$ cat src/pva_pkg.sv
package pva_pkg;

  localparam int CORDIC_STAGES = 16;

  localparam int XW        = 36;   // x/y datapath, Q.14 plus growth
  localparam int ZW        = 30;   // angle datapath, 2^-24 rad
  localparam int KW        = 31;   // gain, Q1.30
  localparam int ANG_SHIFT = 11;
  localparam int XY_SHIFT  = 14;
  localparam int AQW       = ZW - ANG_SHIFT;

  localparam logic signed [ZW-1:0] PI_FIX      = 30'sd52707179;
  localparam logic signed [ZW-1:0] HALF_PI_FIX = 30'sd26353589;
  localparam logic signed [AQW-1:0] PI_Q13     = 19'sd25736;
  localparam logic [22:0]           MAG_MAX    = 23'd131071;

  typedef logic signed [XW-1:0] xy_t;
  typedef logic signed [ZW-1:0] ang_t;

  typedef struct packed {
    xy_t  x;
    xy_t  y;
    ang_t z;
  } rot_t;

  // result that skips the CORDIC path
  typedef struct packed {
    logic        byp;
    logic [16:0] mag;
    logic [15:0] dir;
  } side_t;

  function automatic ang_t atan_val(input int i);
    ang_t v;
    case (i)
      0:  v = 30'sd13176795;
      1:  v = 30'sd7778716;
      2:  v = 30'sd4110060;
      3:  v = 30'sd2086331;
      4:  v = 30'sd1047214;
      5:  v = 30'sd524117;
      6:  v = 30'sd262123;
      7:  v = 30'sd131069;
      8:  v = 30'sd65536;
      9:  v = 30'sd32768;
      10: v = 30'sd16384;
      11: v = 30'sd8192;
      12: v = 30'sd4096;
      13: v = 30'sd2048;
      14: v = 30'sd1024;
      15: v = 30'sd512;
      16: v = 30'sd256;
      17: v = 30'sd128;
      18: v = 30'sd64;
      19: v = 30'sd32;
      20: v = 30'sd16;
      21: v = 30'sd8;
      22: v = 30'sd4;
      23: v = 30'sd2;
      24: v = 30'sd1;
      default: v = '0;
    endcase
    return v;
  endfunction

  // k -= floor(k / (4^i + 1)) per stage, quotient by shift-subtract
  function automatic logic [KW-1:0] gain_k();
    logic [63:0] k;
    logic [63:0] d;
    logic [63:0] q;
    logic [63:0] r;
    k = 64'd1 << 30;
    for (int i = 0; i < CORDIC_STAGES; i++) begin
      d = (64'd1 << (2 * i)) + 64'd1;
      q = '0;
      r = '0;
      for (int b = 63; b >= 0; b--) begin
        r = {r[62:0], k[b]};
        if (r >= d) begin
          r    = r - d;
          q[b] = 1'b1;
        end
      end
      k = k - q;
    end
    return k[KW-1:0];
  endfunction

  localparam logic [KW-1:0] GAIN_K = gain_k();

  function automatic rot_t rot_step(input rot_t s, input int i);
    rot_t o;
    if (s.z >= 0) begin
      o.x = s.x - (s.y >>> i);
      o.y = s.y + (s.x >>> i);
      o.z = s.z - atan_val(i);
    end else begin
      o.x = s.x + (s.y >>> i);
      o.y = s.y - (s.x >>> i);
      o.z = s.z + atan_val(i);
    end
    return o;
  endfunction

  function automatic rot_t vec_step(input rot_t s, input int i);
    rot_t o;
    if (s.y >= 0) begin
      o.x = s.x + (s.y >>> i);
      o.y = s.y - (s.x >>> i);
      o.z = s.z + atan_val(i);
    end else begin
      o.x = s.x - (s.y >>> i);
      o.y = s.y + (s.x >>> i);
      o.z = s.z - atan_val(i);
    end
    return o;
  endfunction

endpackage

$ cat src/pva_scale.sv
module pva_scale (
  input  logic               clk,
  input  logic               rst_n,
  input  logic               up_valid,
  output logic               up_ready,
  input  pva_pkg::rot_t      up_v,
  input  pva_pkg::side_t     up_side,
  output logic               dn_valid,
  input  logic               dn_ready,
  output logic [16:0]        dn_mag,
  output logic signed [15:0] dn_dir
);

  localparam int D  = 3;
  localparam int HW = pva_pkg::XW / 2;
  localparam int PW = HW + pva_pkg::KW;
  localparam int SW = pva_pkg::XW + pva_pkg::KW;
  localparam int AQ = pva_pkg::AQW;

  logic [D-1:0] v_r;
  logic [D:0]   rdy;

  logic [PW-1:0]          lo_r, hi_r;
  logic signed [AQ-1:0]   aq_r;
  pva_pkg::side_t         side0_r, side1_r;
  logic [22:0]            mag1_r;
  logic signed [15:0]     dir1_r;
  logic [16:0]            mag_r;
  logic signed [15:0]     dir_r;

  logic [pva_pkg::XW-1:0] ux;
  pva_pkg::ang_t          zr;
  logic [SW-1:0]          prod;
  logic signed [15:0]     dir_sat;

  always_comb begin
    rdy[D] = dn_ready;
    for (int d = D - 1; d >= 0; d--) begin
      rdy[d] = !v_r[d] || rdy[d+1];
    end
  end

  always_comb begin
    ux   = (up_v.x > 0) ? up_v.x : '0;
    zr   = up_v.z + pva_pkg::ang_t'(1 << (pva_pkg::ANG_SHIFT - 1));
    prod = {hi_r, {HW{1'b0}}} + SW'(lo_r) + (SW'(1) << 43);
    if (aq_r > pva_pkg::PI_Q13) begin
      dir_sat = 16'(pva_pkg::PI_Q13);
    end else if (aq_r < -pva_pkg::PI_Q13) begin
      dir_sat = 16'(-pva_pkg::PI_Q13);
    end else begin
      dir_sat = aq_r[15:0];
    end
  end

  always_ff @(posedge clk) begin
    if (!rst_n) begin
      v_r <= '0;
    end else begin
      for (int d = 0; d < D; d++) begin
        if (rdy[d]) begin
          v_r[d] <= (d == 0) ? up_valid : v_r[d-1];
        end
      end
    end
  end

  always_ff @(posedge clk) begin
    if (rdy[0]) begin
      lo_r    <= PW'(ux[HW-1:0] * pva_pkg::GAIN_K);
      hi_r    <= PW'(ux[pva_pkg::XW-1:HW] * pva_pkg::GAIN_K);
      aq_r    <= AQ'(zr >>> pva_pkg::ANG_SHIFT);
      side0_r <= up_side;
    end
    if (rdy[1]) begin
      mag1_r  <= prod[SW-1:44];
      dir1_r  <= dir_sat;
      side1_r <= side0_r;
    end
    if (rdy[2]) begin
      if (side1_r.byp) begin
        mag_r <= side1_r.mag;
        dir_r <= side1_r.dir;
      end else begin
        mag_r <= (mag1_r > pva_pkg::MAG_MAX) ? pva_pkg::MAG_MAX[16:0] : mag1_r[16:0];
        dir_r <= dir1_r;
      end
    end
  end

  assign up_ready = rdy[0];
  assign dn_valid = v_r[D-1];
  assign dn_mag   = mag_r;
  assign dn_dir   = dir_r;

endmodule

$ cat config.mk
export PLATFORM = sky130hd
export DESIGN_NAME = pva_scale
export DESIGN_NICKNAME = d
export VERILOG_FILES = /design/src/pva_pkg.sv /design/src/pva_scale.sv
export SDC_FILE = /design/constraint.sdc
export NUM_CORES = 1
export LEC_CHECK = 0
export BUFFER_PORTS_ARGS = -buffer_cell sky130_fd_sc_hd__clkbuf_2
export CAP_MARGIN = 10
export CORE_ASPECT_RATIO = 1.5
export CORE_MARGIN = 2
export CORE_UTILIZATION = 45
export CTS_CLUSTER_SIZE = 8
export DETAILED_ROUTE_END_ITERATION = 10
export PLACE_DENSITY = 0.73
export SLEW_MARGIN = 40
export SYNTH_ARGS = -nofsm -noshare
export SYNTH_HDL_FRONTEND = slang
export SYNTH_SLANG_ARGS = --single-unit
$ cat constraint.sdc
create_clock -name clk -period 11 [get_ports clk]
set_clock_uncertainty 0.2 [all_clocks]
set_input_delay 2.75 -clock clk [delete_from_list [all_inputs] [get_ports clk]]
set_output_delay 2.75 -clock clk [all_outputs]
set_load 0.01 [all_outputs]
After elaboration in Yosys (flattened, before gate mapping)
Index checks and enable logic that the tools add are counted.
{ "classes": {"addsub": 3, "n_mul": 2, "order_cmp": 4, "n_mux": 5, "reduce_logical": 7} }
{ "op_table": {"columns": ["cell", "n"], "rows": [
  ["$mul A18 B27 Y45 const B", 2],
  ["$add A66 B44 Y67 const B", 1],
  ["$add A65 B47 Y66", 1],
  ["$gt A36 B1 Y1 const B", 1],
  ["$mux W36", 1],
  ["$mux W17", 2],
  ["$mux W16", 2],
  ["$add A30 B12 Y30 const B", 1],
  ["$gt A23 B17 Y1 const B", 1],
  ["$gt A19 B16 Y1 const B", 1],
  ["$lt A19 B16 Y1 const B", 1],
  ["$logic_not A1 Y1", 3],
  ["$logic_or A1 B1 Y1", 3],
  ["$reduce_or A2 Y1", 1]
]} }
{ "word_totals": {"register_bits": 252, "in_bits": 140, "out_inout_bits": 35, "wordCells": 38} }

Depth between registers and ports, before layout
Gate-level depths: netlist of the first run.
{ "depth": {"depth_word": 4, "ltp_mapped": 29, "mapped_depth_nobuf": 28} }

Least setup slack after synthesis of the first run
OpenSTA, ideal clock, no wires.
{ "synth_timing": {"kind": "in2reg", "start": "input port up_v[85] in the netlist's numbering", "end": "register hi_r[43], data pin", "setup_time_ns": 0.258, "t_arrival_ns": 8.988, "required_time_ns": 10.542, "setup_slack_ns": 1.553, "cell_stages": 27, "path_buffers": 1, "cell_sequence": "nor4_1 > nand4_1 > nor2_1 > a41oi_1 > clkbuf_1 > nand2_1 > inv_1 > ha_1 > inv_1 > fa_1 > inv_1 > fa_1 > fa_1 > fa_1 > inv_1 > fa_1 > inv_1 > ha_1 > a21o_1 > a21o_1 > a221o_1 > a31oi_4 > o31a_4 > o21ai_2 > a311o_1 > a21oi_2 > xnor2_1"} }
{ "synth_between": {"elab_chain_len": 3} }
{ "synth_lines": {"columns": ["item", "line_no", "source"], "rows": [
  ["from (decl)", "pva_scale.sv:6", "input pva_pkg::rot_t up_v,"],
  ["$gt A36 B1 Y1", "pva_scale.sv:44", "ux = (up_v.x > 0) ? up_v.x : '0;"],
  ["$mux W36 (*)", "pva_scale.sv:44", null],
  ["$mul A18 B27 Y45 (*)", "pva_scale.sv:71", "hi_r <= PW'(ux[pva_pkg::XW-1:HW] * pva_pkg::GAIN_K);"],
  ["to (signal assigned)", "pva_scale.sv:71", null],
  ["to (decl)", "pva_scale.sv:23", "logic [PW-1:0] lo_r, hi_r;"]
]} }
Mark *: on every way between the ends. The rest lies on a longest branch, timed or not.
A chain may end at the register's enable or synchronous reset.

Final worst setup path of the first run
{ "layout_timing": {"start": "input port up_v[67] in the netlist's numbering", "end": "register hi_r[44], data pin"} }
{ "layout_between": {"elab_chain_len": 3} }
{ "layout_lines": {"columns": ["item", "line_no"], "rows": [
  ["$gt A36 B1 Y1", "pva_scale.sv:44"],
  ["$mux W36", "pva_scale.sv:44"],
  ["$mul A18 B27 Y45", "pva_scale.sv:71"]
]} }
No other way between the ends.

==> metrics.md, run 1 <==
| Metric | Value |
|---|---|
| Run status | `completed` |
| Cell Area, Synth | `26000 um2` |
| Post-synth top area cell | `fa_1` |
| IO Count | `175` |
| HP Class | `flop to flop` |
| Min Clock Period, post-route | `10.05 ns` |
| # rows | `108` |
| #FFs+latches synth | `233` |
| DRC Markers | `0` |
| VDD IR max | `0.254 mV` |
| Hold Vio Cnt, Final | `0` |
| Hold_buf cts | `0` |
| Total Nets Final | `3699` |
| Share of cells above drive strength 1 | `18.6%` |
| Crit path DAT | `10.11 ns` |
| Area of the die | `59800 um2` |
| Internal | `5.36 mW` |
| Post-synth top cells | `652 x inv_1, 387 x ha_1, 358 x fa_1` |
| Initial antenna violation count | `1` |
| Area fraction of the dominant cell type after synthesis | `27.5%` |
| CP Capture Type | `flop` |
| Final wirelength | `65600 um` |
| Crit-path max FO | `14` |
| Root Driver | `clkbuf_16` |
| Fin Hold WS | `0.207 ns` |
| CP peak stage delay | `0.56 ns` |
| DRT iter0 DRCs | `813` |
| Syn Inst Count | `2360` |
| Worst-Margin Slew | `0.759 ns` |
| Vias per cell | `5.03` |
| Final Max Slew Viols | `0` |
| Clock Power Share | `10.2%` |
| Die X | `200 um` |
| DR WL/cell | `18.2 um` |
| Synthesis warning total | `0` |
| Vias in the first global route | `20200` |
| Total core area | `57600 um2` |
| GP Congestion | `0.945` |
| Rel. slew slack | `49.4%` |
| Largest net degree at the start of global routing | `79` |
| Part of the Yosys area used for sequential elements | `26.8%` |
| DIE HEIGHT | `299 um` |
| Overflow after GRT | `0` |
| Setup ws final | `0.955 ns` |
| R2R Setup Slk | `7.42 ns` |
| Sequential group share of total power | `16.3%` |
| Clock latency on the worst-skew pair | `0.52 ns` |
| DPL Wire Length | `57400 um` |
| Via count | `18100` |
| Final period utilization | `91.3%` |
| Area grow syn2layout | `18.7%` |
| Post-layout util | `53.7%` |
| Initial core utilization | `45.2%` |
| Pwr dens | `310 nW/um2` |
| CP Class | `input pin to flop` |
| First-pass DRT Iterations | `5` |
| Final setup fails | `0` |
| Critical-path top delay cell | `fa_1` |
| Port Buffers | `128` |
| GRT Resource Usage Total | `22.7%` |
| Switching Fraction | `44.0%` |
| Critical Path RT | `11.06 ns` |
| Top_reg_cell synth | `edfxtp_1` |
| Clock Sinks | `233` |
| Final antenna-violating net count | `0` |
| Gate power share | `73.5%` |
| RSZ-0062 raised after global routing | `no` |
| Max_cap viols | `0` |
| First-pass GRT wire length | `106000 um` |
| Max Fclk | `99.5 MHz` |
| Post-synth EDFFs | `230` |
| TritonCTS Buffers | `35` |
| Htree depth | `2` |
| Setup TNS | `0 ns` |
| Leak | `16.2 nW` |
| Ys async rst share | `0%` |
| Cts repair resizes | `0` |
| Synth top area cells | `fa_1 28%, edfxtp_1 27%, ha_1 19%` |
| Setup bufs post-CTS | `0` |
| Dpl ws | `0.525 ns` |
| Worst-case clock buffer depth | `3` |
| Syn Area/Cell | `11.0 um2` |
| Clock transition at path regs | `0.05 ns` |
| Count leader, synth | `inv_1` |
| Switch Pwr | `4.21 mW` |
| Unique cell type count in the Yosys netlist | `75` |
| Fillers | `4960` |
| Startpoint class of the critical path | `input pin` |
| CTS tree | `yes` |
==> sequential cells by signal (all words and copies together), names as in the netlist <==
signal and cells:
hi_r 45, dn_dir 16, mag1_r 22, dir1_r 16
side1_r 34, lo_r 27, side0_r 34, dn_mag 17
v_r 3, aq_r 19
==> worst max-delay path, delay by kind of cell <==
kind	cells	cell delay [ns]
xor+xnor	1	0.14
compound gates	6	1.07
fa+ha+maj	7	3.40
buf+inv	10	1.35
simple gates	7	1.35
==> worst paths after layout <==
path | to | depth (start not counted) | startpoint
worst max-delay path | hi_r[44] | 31 | up_v[67]
worst min-delay path | side1_r[12] | 0 | side0_r[12]
worst max register to register | mag1_r[17] | 11 | lo_r[30]
worst min register to register | side1_r[12] | 0 | side0_r[12]
==> layer usage <==
layer	track usage [%]	vias up	share of wire, %
li1	-	8504	-
met1	25.3	8929	37
met2	43.0	470	54
met3	2.52	166	4.2
met4	10.9	0	5.3
met5	0	-	0
==> logic make-up after synthesis <==
| kind of cell | after synthesis | share of synthesized area (%) |
|---|---|---|
| adder cells (fa/ha/maj) | 745 | 46.1 |
| buffers and inverters | 671 | 9.68 |
| AND/OR/NAND/NOR | 317 | 6.02 |
| AO/OA/AOI/OAI | 272 | 7.15 |
| flip-flops | 233 | 26.8 |
| XOR/XNOR | 104 | 3.50 |
| multiplexers | 16 | 0.692 |
| other | 2 | 0.0289 |
==> cell usage in the layout, fill, tap and decap left out, types with 4 or more instances in the layout <==
cell / n
inv_1: 652
ha_1: 387
fa_1: 358
buf_4: 304
edfxtp_1: 230
clkbuf_2: 128
a21oi_1: 98
nand2_1: 95
xnor2_1: 70
nor2_1: 68
a21o_1: 45
clkbuf_16: 36
nand3_1: 34
xor2_1: 34
o21ai_0: 27
and2_1: 22
nand4_1: 20
and3_1: 20
mux2_2: 16
o21a_1: 15
nor3_1: 12
a211oi_1: 11
nor2b_1: 10
nor4_1: 9
nand2b_1: 8
o21bai_1: 8
clkbuf_1: 7
a31oi_1: 6
o211ai_1: 5
or2_2: 5
a31o_2: 5
conb_1: 5
o21ai_1: 4
==> through the flow <==
step	std cells	instance area, um2	power (mW)
floorplan	2363	26000	5.95
global placement	3547	29900	8.36
detailed placement	3547	29900	8.56
CTS	3594	30900	9.61
global route	3594	30900	10.5
finish	3595	30900	9.57
==> power groups by stage <==
stage               registers (mW)  logic [mW]  clock network, mW
floorplan                     1.55        4.40                  0
global placement              1.57        6.79                  0
detailed placement            1.58        6.99                  0
CTS                           1.56        7.05              0.992
global route                  1.58        7.87               1.03
finish                        1.56        7.03              0.974
==> layout make-up <==
| type | instances | area (um2) | share of cell area [%] |
|---|---|---|---|
| diodes | 1 | 2.50 | 0.00810 |
| repair buffers | 433 | 2930 | 9.50 |
| multi-input cells | 1459 | 16600 | 53.7 |
| inverters | 652 | 2450 | 7.92 |
| well taps | 770 | 963 | 3.12 |
| clock buffers | 44 | 941 | 3.05 |
| flip-flops and latches | 233 | 6970 | 22.6 |
| clock inverters | 3 | 55.1 | 0.178 |
No activity file was read; power rests on OpenSTA's default activity.
==> run 2: changes to the inputs <==
clock period = 10.16 ns   (was 11 ns; I/O delays follow)
==> run 2 against run 1 <==
First-iteration DRC count is 4.9% higher. Global-route usage is 0.53 points higher. Combinational power is 13% higher. Power is 12% higher. Flip-flop and latch count stayed put. Clock-buffer cell count stayed put. Clock power is 9% higher. Register-to-register slack worse by 0.86 ns. Worst hold slack better by 0.0021 ns. Wire length is 2.4% higher. Critical endpoint is now lo_r[44].
==> metrics.md, run 2 (same netlist as run 1, synthesis figures left out) <==
| Metric | Value |
|---|---|
| Startpoint of the worst hold path | `side0_r[14]` |
| Vias per cell | `5.03` |
| CP peak stage delay | `0.59 ns` |
| GP Congestion | `0.985` |
| Global route hottest layer | `met2` |
| Htree depth | `2` |
| Reg with most FFs | `hi_r` |
| Area grow syn2layout | `21.1%` |
| DPL Wire Length | `58500 um` |
| First-pass DRT Iterations | `5` |
| DR WL/cell | `18.3 um` |
| Most frequent cells in the layout | `651 x inv_1, 387 x ha_1, 384 x buf_4` |
| Overflow after GRT | `0` |
| HP Class | `flop to flop` |
| Final period utilization | `96.3%` |
| Run status | `completed` |
| CP Capture Type | `flop` |
| Hold_buf cts | `0` |
| Crit path DAT | `9.92 ns` |
| CP top delay family | `adder cells` |
| Vias in the first global route | `20800` |
| Clock Sinks | `233` |
| Final wirelength | `67100 um` |
| Max Fclk | `102 MHz` |
| Leak | `16.6 nW` |
| Root Driver | `clkbuf_16` |
| RSZ-0062 raised after global routing | `no` |
| Setup bufs post-CTS | `0` |
| CP Class | `input pin to flop` |
| Worst-Margin Slew | `0.767 ns` |
| CTS tree | `yes` |
| Initial core utilization | `45.2%` |
| GRT Resource Usage Total | `23.3%` |
| Largest regs | `hi_r x45, side0_r x34, side1_r x34` |
| Total Nets Final | `3780` |
| Setup TNS | `0 ns` |
| IO Count | `175` |
| DRC Markers | `0` |
| Cts repair resizes | `0` |
| Inst Count DP | `3627` |
| Final antenna-violating net count | `0` |
| Fin Hold WS | `0.209 ns` |
| Final Max Slew Viols | `0` |
| DIE HEIGHT | `299 um` |
| Commonest non-fill, non-tap cell in the layout | `inv_1` |
| RR Startpoint | `lo_r[30]` |
| Grt met2 use | `45.0%` |
| Min Clock Period, post-route | `9.79 ns` |
| Post-route insts no fill | `3678` |
| Area of the die | `59800 um2` |
| Largest net degree at the start of global routing | `79` |
| Rel. slew slack | `48.9%` |
| Pwr dens | `340 nW/um2` |
| Met3 usage | `2.49%` |
| Initial antenna violation count | `1` |
| Via count | `18500` |
| Startpoint class of the critical path | `input pin` |
| Worst-case clock buffer depth | `3` |
| First-pass GRT wire length | `108000 um` |
| Fillers | `4910` |
| Crit-path max FO | `13` |
| Total core area | `57600 um2` |
| Hold Vio Cnt, Final | `0` |
| Post-layout util | `54.8%` |
| Clock transition at path regs | `0.05 ns` |
| TritonCTS Buffers | `36` |
| Final setup fails | `0` |
| Critical Path RT | `10.29 ns` |
| Port Buffers | `128` |
| Max_cap viols | `0` |
| WP buf/inv | `10` |
| Share of cells above drive strength 1 | `20.9%` |
| Clock latency on the worst-skew pair | `0.52 ns` |
| Met1 usage | `25.3%` |
| Die X | `200 um` |
| DRT iter0 DRCs | `853` |
| VDD IR max | `0.355 mV` |
| # rows | `108` |
| Largest register FFs | `45` |
| Critical path launch point | `up_v[84]` |
| Critical-path top delay cell | `fa_1` |
[run 2: changes by cell type in the layout (fill, tap and decap cells not counted), moves of 2 or more]
cell | before | now
clkbuf_16 | 36 | 38
clkinv_2 | 0 | 2
buf_4 | 304 | 384
clkinv_1 | 0 | 2
[run 2: worst paths after layout]
check	cells after the start	endpoint	slack [ns]
max	30	lo_r[44]	0.37
min reg2reg	0	side1_r[14]	0.21
max reg2reg	11	mag1_r[17]	6.56
min	0	side1_r[14]	0.21
[run 2: layout make-up]
type / count / area, um2 / share of cell area (%)
clock buffers: 44 / 973 / 3.09
multi-input cells: 1459 / 16600 / 52.6
well taps: 770 / 963 / 3.06
clock inverters: 6 / 41.3 / 0.131
flip-flops and latches: 233 / 6970 / 22.1
inverters: 652 / 2450 / 7.76
repair buffers: 513 / 3530 / 11.2
diodes: 1 / 2.50 / 0.00794
[run 2: metrics by stage]
stage | worst slack (ns) | power, mW | instance area, um2
floorplan | 0.923 | 6.44 | 26000
global placement | -0.105 | 9.37 | 30500
detailed placement | -0.160 | 9.60 | 30500
CTS | 0.368 | 10.7 | 31500
global route | 0.00655 | 11.7 | 31500
finish | 0.371 | 10.7 | 31500
[run 2: metal layers]
layer  vias to the layer above  routed length [um]
li1                       8665                   -
met1                      9240               24500
met2                       437               36900
met3                       152                2220
met4                         0                3530
met5                         -                   0
[run 2: power by group]
part / total [mW] / internal (mW) / switching, mW
clock: 1.06 / 0.665 / 0.398
combinational: 7.95 / 3.83 / 4.12
sequential: 1.69 / 1.58 / 0.105
[run 2: worst reg2reg max path: stages (launching register included)]
cell and delay, ns:
edfxtp_1 0.38, ha_1 0.31, ha_1 0.33, nand4_1 0.13, o31ai_1 0.25, a31oi_1 0.15
a31o_1 0.36, a311oi_4 0.33, o2111ai_4 0.24, nor4_4 0.40, nand2_1 0.12, xnor2_1 0.14
